--- config.mk ---
export PLATFORM = sky130hd
export DESIGN_NAME = double_ended_queue_flat
export DESIGN_NICKNAME = d
export VERILOG_FILES = /design/src/design/deq_pkg.sv /design/src/design/deq_req_if.sv /design/src/design/deq_rsp_if.sv /design/src/design/double_ended_queue.sv /design/src/flat_wrapper.sv
export VERILOG_INCLUDE_DIRS = /design/src /design/src/design
export SDC_FILE = /design/constraint.sdc
export NUM_CORES = 2
export LEC_CHECK = 0
export BUFFER_PORTS_ARGS = -buffer_cell sky130_fd_sc_hd__buf_2
export CORE_MARGIN = 2
export CORE_UTILIZATION = 45
export CTS_BUF_LIST = sky130_fd_sc_hd__clkbuf_8
export DETAILED_ROUTE_END_ITERATION = 6
export SLEW_MARGIN = 25
export SYNTH_ARGS = -nofsm -noshare
export SYNTH_HDL_FRONTEND = slang
export SYNTH_SLANG_ARGS = --single-unit
--- constraint.sdc ---
create_clock -name clk -period 5.85 [get_ports clk]
set_input_delay 1.17 -clock clk [delete_from_list [all_inputs] [get_ports clk]]
set_output_delay 1.17 -clock clk [all_outputs]
set_load 0.03 [all_outputs]
--- src/design/assert_macros.svh ---
// Assertion macros shared by the deque RTL.
// Standalone header; users supply clock, active-low reset and the checked terms.
`ifndef ASSERT_MACROS_SVH
`define ASSERT_MACROS_SVH

`ifndef SYNTHESIS

// Condition must hold at every clock edge outside reset.
`define ASSERT_ALWAYS(lbl, clk, rst_n, cond) \
	lbl: assert property (@(posedge clk) disable iff (!rst_n) (cond)) \
		else $error("assertion failed: invariant");

// Antecedent in one cycle implies consequent in the same cycle.
`define ASSERT_IMPL(lbl, clk, rst_n, ante, cons) \
	lbl: assert property (@(posedge clk) disable iff (!rst_n) (ante) |-> (cons)) \
		else $error("assertion failed: implication");

// Antecedent in one cycle implies consequent in the next cycle.
`define ASSERT_NEXT(lbl, clk, rst_n, ante, cons) \
	lbl: assert property (@(posedge clk) disable iff (!rst_n) (ante) |=> (cons)) \
		else $error("assertion failed: next-cycle implication");

`else

`define ASSERT_ALWAYS(lbl, clk, rst_n, cond)
`define ASSERT_IMPL(lbl, clk, rst_n, ante, cons)
`define ASSERT_NEXT(lbl, clk, rst_n, ante, cons)

`endif

`endif

--- src/design/deq_pkg.sv ---
// Shared types and codes of the double-ended queue.
// No dependencies; used by the channel interfaces and the top level.
`default_nettype none

package deq_pkg;

	localparam int DEQ_CAPACITY = 64;
	localparam int DATA_W       = 32;

	typedef logic [2:0]               func_t;
	typedef logic [1:0]               status_t;
	typedef logic signed [DATA_W-1:0] data_t;

	// operation codes
	localparam func_t FUNC_PUSH_FRONT = 3'd0;
	localparam func_t FUNC_PUSH_BACK  = 3'd1;
	localparam func_t FUNC_LIST       = 3'd2;
	localparam func_t FUNC_POP_FRONT  = 3'd3;
	localparam func_t FUNC_POP_BACK   = 3'd4;

	// result status codes
	localparam status_t STATUS_OK    = 2'd0;
	localparam status_t STATUS_EMPTY = 2'd1;
	localparam status_t STATUS_FULL  = 2'd2;

endpackage

`default_nettype wire

--- src/design/deq_req_if.sv ---
// Request channel of the deque: valid/ready handshake carrying one operation.
// Depends on deq_pkg.
`default_nettype none

interface deq_req_if;
	import deq_pkg::*;

	logic  valid;
	logic  ready;
	func_t func;
	data_t value;

	modport source (output valid, output func, output value, input ready);
	modport sink   (input valid, input func, input value, output ready);
endinterface

`default_nettype wire

--- src/design/deq_rsp_if.sv ---
// Response channel of the deque: valid/ready handshake carrying one result.
// Depends on deq_pkg.
`default_nettype none

interface deq_rsp_if;
	import deq_pkg::*;

	logic    valid;
	logic    ready;
	data_t   data_out;
	status_t status;
	logic    last_of_run;

	modport source (output valid, output data_out, output status, output last_of_run,
		input ready);
	modport sink   (input valid, input data_out, input status, input last_of_run,
		output ready);
endinterface

`default_nettype wire

--- src/design/double_ended_queue.sv ---
// Double-ended queue top level: ring buffer in a one-port-read, one-port-write memory.
// Depends on deq_pkg, deq_req_if, deq_rsp_if and assert_macros.svh.
//
// Usage:
//   req carries one operation per beat (push front/back, list, pop front/back) and
//   a value used by pushes. rsp returns result beats: data_out, status and
//   last_of_run, which marks the final beat caused by a request.
//   A request is taken only while the block is idle; one request is worked on at
//   a time. A push or an error result is registered on rsp once the output
//   register is free, and the block then returns to idle for the next request.
//   A pop reads the memory once: its data passes through the read register into
//   the output register.
//   A list of N entries streams one memory read per cycle while the receiver keeps
//   up; it gives N beats, the last with last_of_run set.
//   Request codes 5 to 7 are dropped without a result.
//   A waiting result does not stop the next request beat from being taken; its
//   work waits for the output register. A stalled walk holds its read data.
//   Reset (arst_n low) empties the queue at once; no clearing pass is needed,
//   since only written entries are ever read.
`default_nettype none
`include "assert_macros.svh"

module double_ended_queue #(
	parameter int CAPACITY = deq_pkg::DEQ_CAPACITY
) (
	input  wire        clk,
	input  wire        arst_n,
	deq_req_if.sink    req,
	deq_rsp_if.source  rsp
);
	import deq_pkg::*;

	localparam int HW = (CAPACITY > 1) ? $clog2(CAPACITY) : 1;
	localparam int CW = $clog2(CAPACITY + 1);
	localparam int SW = CW + 1;

	localparam logic [1:0] ST_IDLE = 2'd0;
	localparam logic [1:0] ST_OP   = 2'd1;
	localparam logic [1:0] ST_WALK = 2'd2;

	// ring position of head plus an offset below CAPACITY
	function automatic logic [HW-1:0] ring_add(input logic [HW-1:0] base,
		input logic [CW-1:0] off);
		logic [SW-1:0] sum;
		sum = SW'(base) + SW'(off);
		if (sum >= SW'(CAPACITY)) begin
			sum = sum - SW'(CAPACITY);
		end
		return sum[HW-1:0];
	endfunction

	logic [1:0]    state_q;
	func_t         func_q;
	data_t         value_q;
	logic [HW-1:0] head_q;
	logic [CW-1:0] count_q;
	logic [HW-1:0] walk_pos_q;
	logic [CW-1:0] walk_rem_q;
	logic          rd_vld_s1;
	logic          last_s1;
	data_t         rdata_s1;
	logic          out_valid_q;
	data_t         out_data_q;
	status_t       out_status_q;
	logic          out_last_q;

	data_t         mem [CAPACITY];

	logic          slot_free;
	logic          is_push;
	logic          is_pop;
	logic          is_list;
	logic          full;
	logic          empty;
	logic [HW-1:0] head_prev;
	logic [HW-1:0] head_next;
	logic [HW-1:0] back_pos;
	logic          op_emit;
	status_t       op_status;
	logic          op_start;
	logic          wr_en;
	logic [HW-1:0] wr_addr;
	logic          walk_emit;
	logic          issue;
	logic [HW-1:0] walk_pos_next;

	// decode and ring arithmetic
	always_comb begin
		slot_free     = !out_valid_q || rsp.ready;
		is_push       = (func_q == FUNC_PUSH_FRONT) || (func_q == FUNC_PUSH_BACK);
		is_pop        = (func_q == FUNC_POP_FRONT) || (func_q == FUNC_POP_BACK);
		is_list       = (func_q == FUNC_LIST);
		full          = (count_q == CW'(CAPACITY));
		empty         = (count_q == '0);
		head_prev     = (head_q == '0) ? HW'(CAPACITY - 1) : head_q - HW'(1);
		head_next     = (head_q == HW'(CAPACITY - 1)) ? '0 : head_q + HW'(1);
		back_pos      = ring_add(head_q, count_q - CW'(1));
		walk_pos_next = (walk_pos_q == HW'(CAPACITY - 1)) ? '0 : walk_pos_q + HW'(1);
	end

	// single-result operations and walk setup
	always_comb begin
		op_emit   = (state_q == ST_OP) && slot_free &&
			(is_push || ((is_pop || is_list) && empty));
		op_status = is_push ? (full ? STATUS_FULL : STATUS_OK) : STATUS_EMPTY;
		op_start  = (state_q == ST_OP) && (is_pop || is_list) && !empty;
		wr_en     = (state_q == ST_OP) && is_push && !full && slot_free;
		wr_addr   = (func_q == FUNC_PUSH_FRONT) ? head_prev : ring_add(head_q, count_q);
	end

	// read pipe: one memory read per cycle while the output keeps up
	always_comb begin
		walk_emit = rd_vld_s1 && slot_free;
		issue     = (state_q == ST_WALK) && (walk_rem_q != '0) && (!rd_vld_s1 || walk_emit);
	end

	assign req.ready = (state_q == ST_IDLE);

	// control state
	always_ff @(posedge clk or negedge arst_n) begin
		if (!arst_n) begin
			state_q     <= ST_IDLE;
			head_q      <= '0;
			count_q     <= '0;
			walk_rem_q  <= '0;
			rd_vld_s1   <= 1'b0;
			out_valid_q <= 1'b0;
		end else begin
			unique case (state_q)
				ST_IDLE: begin
					if (req.valid) begin
						state_q <= ST_OP;
					end
				end
				ST_OP: begin
					if (op_emit) begin
						state_q <= ST_IDLE;
					end else if (op_start) begin
						state_q <= ST_WALK;
					end else if (!is_push && !is_pop && !is_list) begin
						state_q <= ST_IDLE;
					end
				end
				ST_WALK: begin
					if (walk_emit && last_s1) begin
						state_q <= ST_IDLE;
					end
				end
				default: begin
					state_q <= ST_IDLE;
				end
			endcase

			if (wr_en) begin
				count_q <= count_q + CW'(1);
				if (func_q == FUNC_PUSH_FRONT) begin
					head_q <= head_prev;
				end
			end

			if (op_start) begin
				walk_rem_q <= is_list ? count_q : CW'(1);
				if (is_pop) begin
					count_q <= count_q - CW'(1);
				end
				if (func_q == FUNC_POP_FRONT) begin
					head_q <= head_next;
				end
			end else if (issue) begin
				walk_rem_q <= walk_rem_q - CW'(1);
			end

			if (issue) begin
				rd_vld_s1 <= 1'b1;
			end else if (walk_emit) begin
				rd_vld_s1 <= 1'b0;
			end

			if (op_emit || walk_emit) begin
				out_valid_q <= 1'b1;
			end else if (rsp.ready) begin
				out_valid_q <= 1'b0;
			end
		end
	end

	// payload registers
	always_ff @(posedge clk) begin
		if (req.valid && req.ready) begin
			func_q  <= req.func;
			value_q <= req.value;
		end
		if (op_start) begin
			walk_pos_q <= (func_q == FUNC_POP_BACK) ? back_pos : head_q;
		end else if (issue) begin
			walk_pos_q <= walk_pos_next;
		end
		if (issue) begin
			last_s1 <= (walk_rem_q == CW'(1));
		end
		if (walk_emit) begin
			out_data_q   <= rdata_s1;
			out_status_q <= STATUS_OK;
			out_last_q   <= last_s1;
		end else if (op_emit) begin
			out_data_q   <= '0;
			out_status_q <= op_status;
			out_last_q   <= 1'b1;
		end
	end

	// entry memory: one write port, one registered read port
	always_ff @(posedge clk) begin
		if (wr_en) begin
			mem[wr_addr] <= value_q;
		end
		if (issue) begin
			rdata_s1 <= mem[walk_pos_q];
		end
	end

	assign rsp.valid       = out_valid_q;
	assign rsp.data_out    = out_data_q;
	assign rsp.status      = out_status_q;
	assign rsp.last_of_run = out_last_q;

	// checks
	`ASSERT_ALWAYS(a_count_bound, clk, arst_n, count_q <= CW'(CAPACITY))
	`ASSERT_ALWAYS(a_head_bound, clk, arst_n, head_q <= HW'(CAPACITY - 1))
	`ASSERT_ALWAYS(a_no_rw_overlap, clk, arst_n, !(wr_en && issue))
	`ASSERT_IMPL(a_rd_in_walk, clk, arst_n, rd_vld_s1, state_q == ST_WALK)
	`ASSERT_NEXT(a_accept_to_op, clk, arst_n, req.valid && req.ready, state_q == ST_OP)

endmodule

`default_nettype wire

--- src/flat_wrapper.sv ---
// flat-port wrapper written by rule: the top's interface ports become plain ports
module double_ended_queue_flat import deq_pkg::*;
#(
	parameter int CAPACITY = deq_pkg::DEQ_CAPACITY
)
  (clk, arst_n, req_valid, req_func, req_value, req_ready, rsp_valid, rsp_data_out, rsp_status, rsp_last_of_run, rsp_ready);
  deq_req_if req_i ();
  deq_rsp_if rsp_i ();
  input  wire clk;
  input  wire arst_n;
  input wire logic [$bits(req_i.valid)-1:0] req_valid;
  input wire logic [$bits(req_i.func)-1:0] req_func;
  input wire logic [$bits(req_i.value)-1:0] req_value;
  output wire logic [$bits(req_i.ready)-1:0] req_ready;
  output wire logic [$bits(rsp_i.valid)-1:0] rsp_valid;
  output wire logic [$bits(rsp_i.data_out)-1:0] rsp_data_out;
  output wire logic [$bits(rsp_i.status)-1:0] rsp_status;
  output wire logic [$bits(rsp_i.last_of_run)-1:0] rsp_last_of_run;
  input wire logic [$bits(rsp_i.ready)-1:0] rsp_ready;
  assign req_i.valid = req_valid;
  assign req_i.func = req_func;
  assign req_i.value = req_value;
  assign req_ready = req_i.ready;
  assign rsp_valid = rsp_i.valid;
  assign rsp_data_out = rsp_i.data_out;
  assign rsp_status = rsp_i.status;
  assign rsp_last_of_run = rsp_i.last_of_run;
  assign rsp_i.ready = rsp_ready;
  double_ended_queue #(.CAPACITY(CAPACITY)) u_core (.clk(clk), .arst_n(arst_n), .req(req_i), .rsp(rsp_i));
endmodule
==> impl_results.md <==
* Outcome: completed
* Setup Buffers After CTS at 0
* Post-synthesis simple-gate area fraction at 1.939%
* CTS Buffer Depth at 4
* Post-synth EDFFs at 2155
* Power density over cell area at 455.0 nW/um2
* Worst-Margin Slew at 1.035 ns
* YS warnings at 0
* Chip Width at 435.9 um
* Nets at 4213
* Critical path arrival at 4.69 ns
* Synth Area in Adders at 0.3607%
* Final period util at 68.28%
* Clock Root Buffer: clkbuf_8
* Critical path type: flip-flop to flip-flop
* WL final at 214.3 mm
* RSZ-0062 raised after global routing: false
* Antenna violations before repair at 20
* Cell taking the most area after synthesis: edfxtp_1
* Post-DP HPWL at 125.8 mm
* Top cells by area, synth: edfxtp_1 77%, mux4_2 14%, mux2i_1 1.0%
* Compound-Gate Fraction of Synth Area at 2.711%
* Wirelength per Cell at 31.05 um
* Share of cell area taken by muxes after synthesis at 15.53%
* Largest net degree at the start of global routing at 96
* Layout fillers at 14730
* Final setup viols at 0
* Synthesized instance count at 3736
* Fmax at 0.2504 GHz
* CP Launch Type: flip-flop
* Endpoint class of the critical path: flip-flop
* XOR/XNOR Fraction of Synth Area at 0.2817%
* CP Max Fanout at 20
* Antenna viol nets, final at 0
* Port Buffers at 75
* Fin util at 51.21%
* Maximum vdd drop at 399.9 uV
* Syn-to-layout area delta at 13.14%
* Period minus WS final at 3.994 ns
* Initial drt markers at 5158
* First-pass GRT wire length at 303.4 mm
* Setup TNS at 0 ns
* GP Congestion at 0.8681
* Std-Cell Rows at 158
* Req. time, crit path at 6.55 ns
* FF+latch count, synth at 2181
* DRC viols at 0
* Max-Cap Viols at 0
* Worst hold-check path type: input port to async pin
* Commonest cells in the netlist: 2155 x edfxtp_1, 540 x mux4_2, 95 x nor2_1
* Post-synth top area share at 77.10%
* TritonCTS clock tree: yes
* Drt via density at 5.908
* CTS Buf Count at 370
* Worst skew pair latency at 1.07 ns
* Register area share after synthesis at 77.86%
* Final Power at 43.21 mW
* H-tree levels at 5
* Routed vias at 40780
* Main flop type after synthesis: edfxtp_1
* Post-Syn Nets at 3798
* Die area at 190000 um2
* Global-route congestion overflow total at 0
* Worst clock skew at 0.07987 ns
* Number of library cell types mapped by synthesis at 67
* Layout cell share with drive strength beyond 1 at 29.34%
* Die height at 435.9 um
* Initial core utilization at 45.27%
* Clock Sinks at 2181
* Reg clk slew, reported paths at 0.06 ns
* Io pins at 76
* Slew Viols, Final at 0
* Most frequent cell after synthesis: edfxtp_1
* Leakage at 30.15 nW
* Total GRT Usage at 22.45%
* Iteration count of the initial detailed-routing pass at 5
* CTS resizes at 0
* Post-synthesis area per instance at 22.47 um2
* Min Hold Slack at 0.1414 ns
* Final hold viol count at 0
* Slew margin rel. at 30.81%
* Vias in the first global route at 40780
* Netlist Area Pre-Place at 83940 um2
* Async SR Flop Fraction at 1.100%
* Largest family of logic cells by synthesized area: multiplexers
* CTS Hold Buffers Added at 0
* Core area at 185400 um2
## layout by cell type, fill, tap and decap left out, types with 22 or more instances in the layout
cell type     n
nand2_1      64
a22oi_1      59
clkinv_2     24
a211oi_1     41
buf_2        75
inv_1       137
nand3_1      47
dfrtp_1      24
edfxtp_1   2155
clkbuf_8    374
mux4_2      540
o21ai_0      46
o221ai_1     29
o22ai_1      36
a21oi_1      84
nor2_1       29
buf_12       22
nor2_4       64
and2_1       42
mux2i_1      84
buf_4       131
clkinv_1    101
## worst paths after layout
path	startpoint	endpoint	slack [ns]	cells after the start
max in group asynchronous	arst_n	u_core.state_q[1]$_DFFE_PN0P_	5.29	1
worst max register to register	u_core.head_q[1]$_DFF_PN0_	u_core.mem[45][1]$_DFFE_PP_	1.86	9
min in group clk	req_value[2]	u_core.value_q[2]$_DFFE_PP_	0.29	1
worst min-delay path	arst_n	u_core.rsp.valid$_DFFE_PN0P_	0.14	1
worst max-delay path	u_core.head_q[1]$_DFF_PN0_	u_core.mem[45][1]$_DFFE_PP_	1.86	9
worst min register to register	u_core.state_q[1]$_DFFE_PN0P_	u_core.state_q[0]$_DFFE_PN0P_	0.46	1
## cell type report
| class | instances | area [um2] | area share [%] |
|---|---|---|---|
| diodes | 6 | 15.01 | 0.01581 |
| clock buffers | 374 | 5147 | 5.420 |
| clock inverters | 264 | 1184 | 1.246 |
| inverters | 16 | 61.31 | 0.06456 |
| multi-input cells | 1343 | 18010 | 18.97 |
| flip-flops and latches | 2181 | 65350 | 68.82 |
| well taps | 2480 | 3103 | 3.267 |
| repair buffers | 239 | 2090 | 2.200 |
## sequential cells by signal, indices dropped and copies added, names as in the netlist
signal	cells
u_core.value_q	32
u_core.func_q	3
u_core.head_q	6
u_core.mem	2048
u_core.state_q	2
u_core.rdata_s1	32
u_core.rsp.valid	1
u_core.rd_vld_s1	1
u_core.rsp.last_of_run	1
u_core.count_q	7
u_core.rsp.data_out	32
u_core.last_s1	1
u_core.rsp.status	2
u_core.walk_pos_q	6
u_core.walk_rem_q	7
## where the power goes
part           internal [mW]  switching [mW]  leakage [nW]  total, mW
Clock                   6.08            5.93          3.67       12.0
Combinational           4.40            8.02          6.77       12.4
Sequential              18.4           0.378          19.7       18.8
## metal layers
metal	wire length, um	vias to the layer above	part of all wire [%]	GRT usage (%)
li1	-	16760	-	-
met1	90830	21850	42	33.06
met2	99170	1827	46	33.92
met3	18120	346	8.5	4.694
met4	6222	0	2.9	6.926
met5	0	-	0	0
## stage by stage
| stage | setup slack, ns | instance area [um2] | instances |
|---|---|---|---|
| detailed placement | 1.653 | 88410 | 6250 |
| CTS | 1.861 | 94740 | 6888 |
| global placement | 1.658 | 88160 | 6241 |
| finish | 1.856 | 94970 | 6903 |
| floorplan | 1.866 | 83940 | 3736 |
| global route | 1.604 | 94960 | 6901 |
## worst max-delay path: stages, from the launching register on
cell and delay [ns]:
dfrtp_1 0.51, inv_1 0.26, ha_1 0.20, nand2b_1 0.10, nor4_2 0.49, nor3_1 0.16, nor3_2 0.39, nand2_1 0.48
nor2_4 0.76, buf_4 0.29
## kinds of logic (layout without fill, tap and decap cells)
group | after synthesis | after routing
other cells | 0 | 6
fa+ha+maj | 23 | 23
simple gates | 326 | 326
xor+xnor | 27 | 27
flops | 2181 | 2181
compound gates | 340 | 340
mux | 627 | 627
buf+inv | 212 | 893
Note: power is estimated with default switching activity, not from simulation.
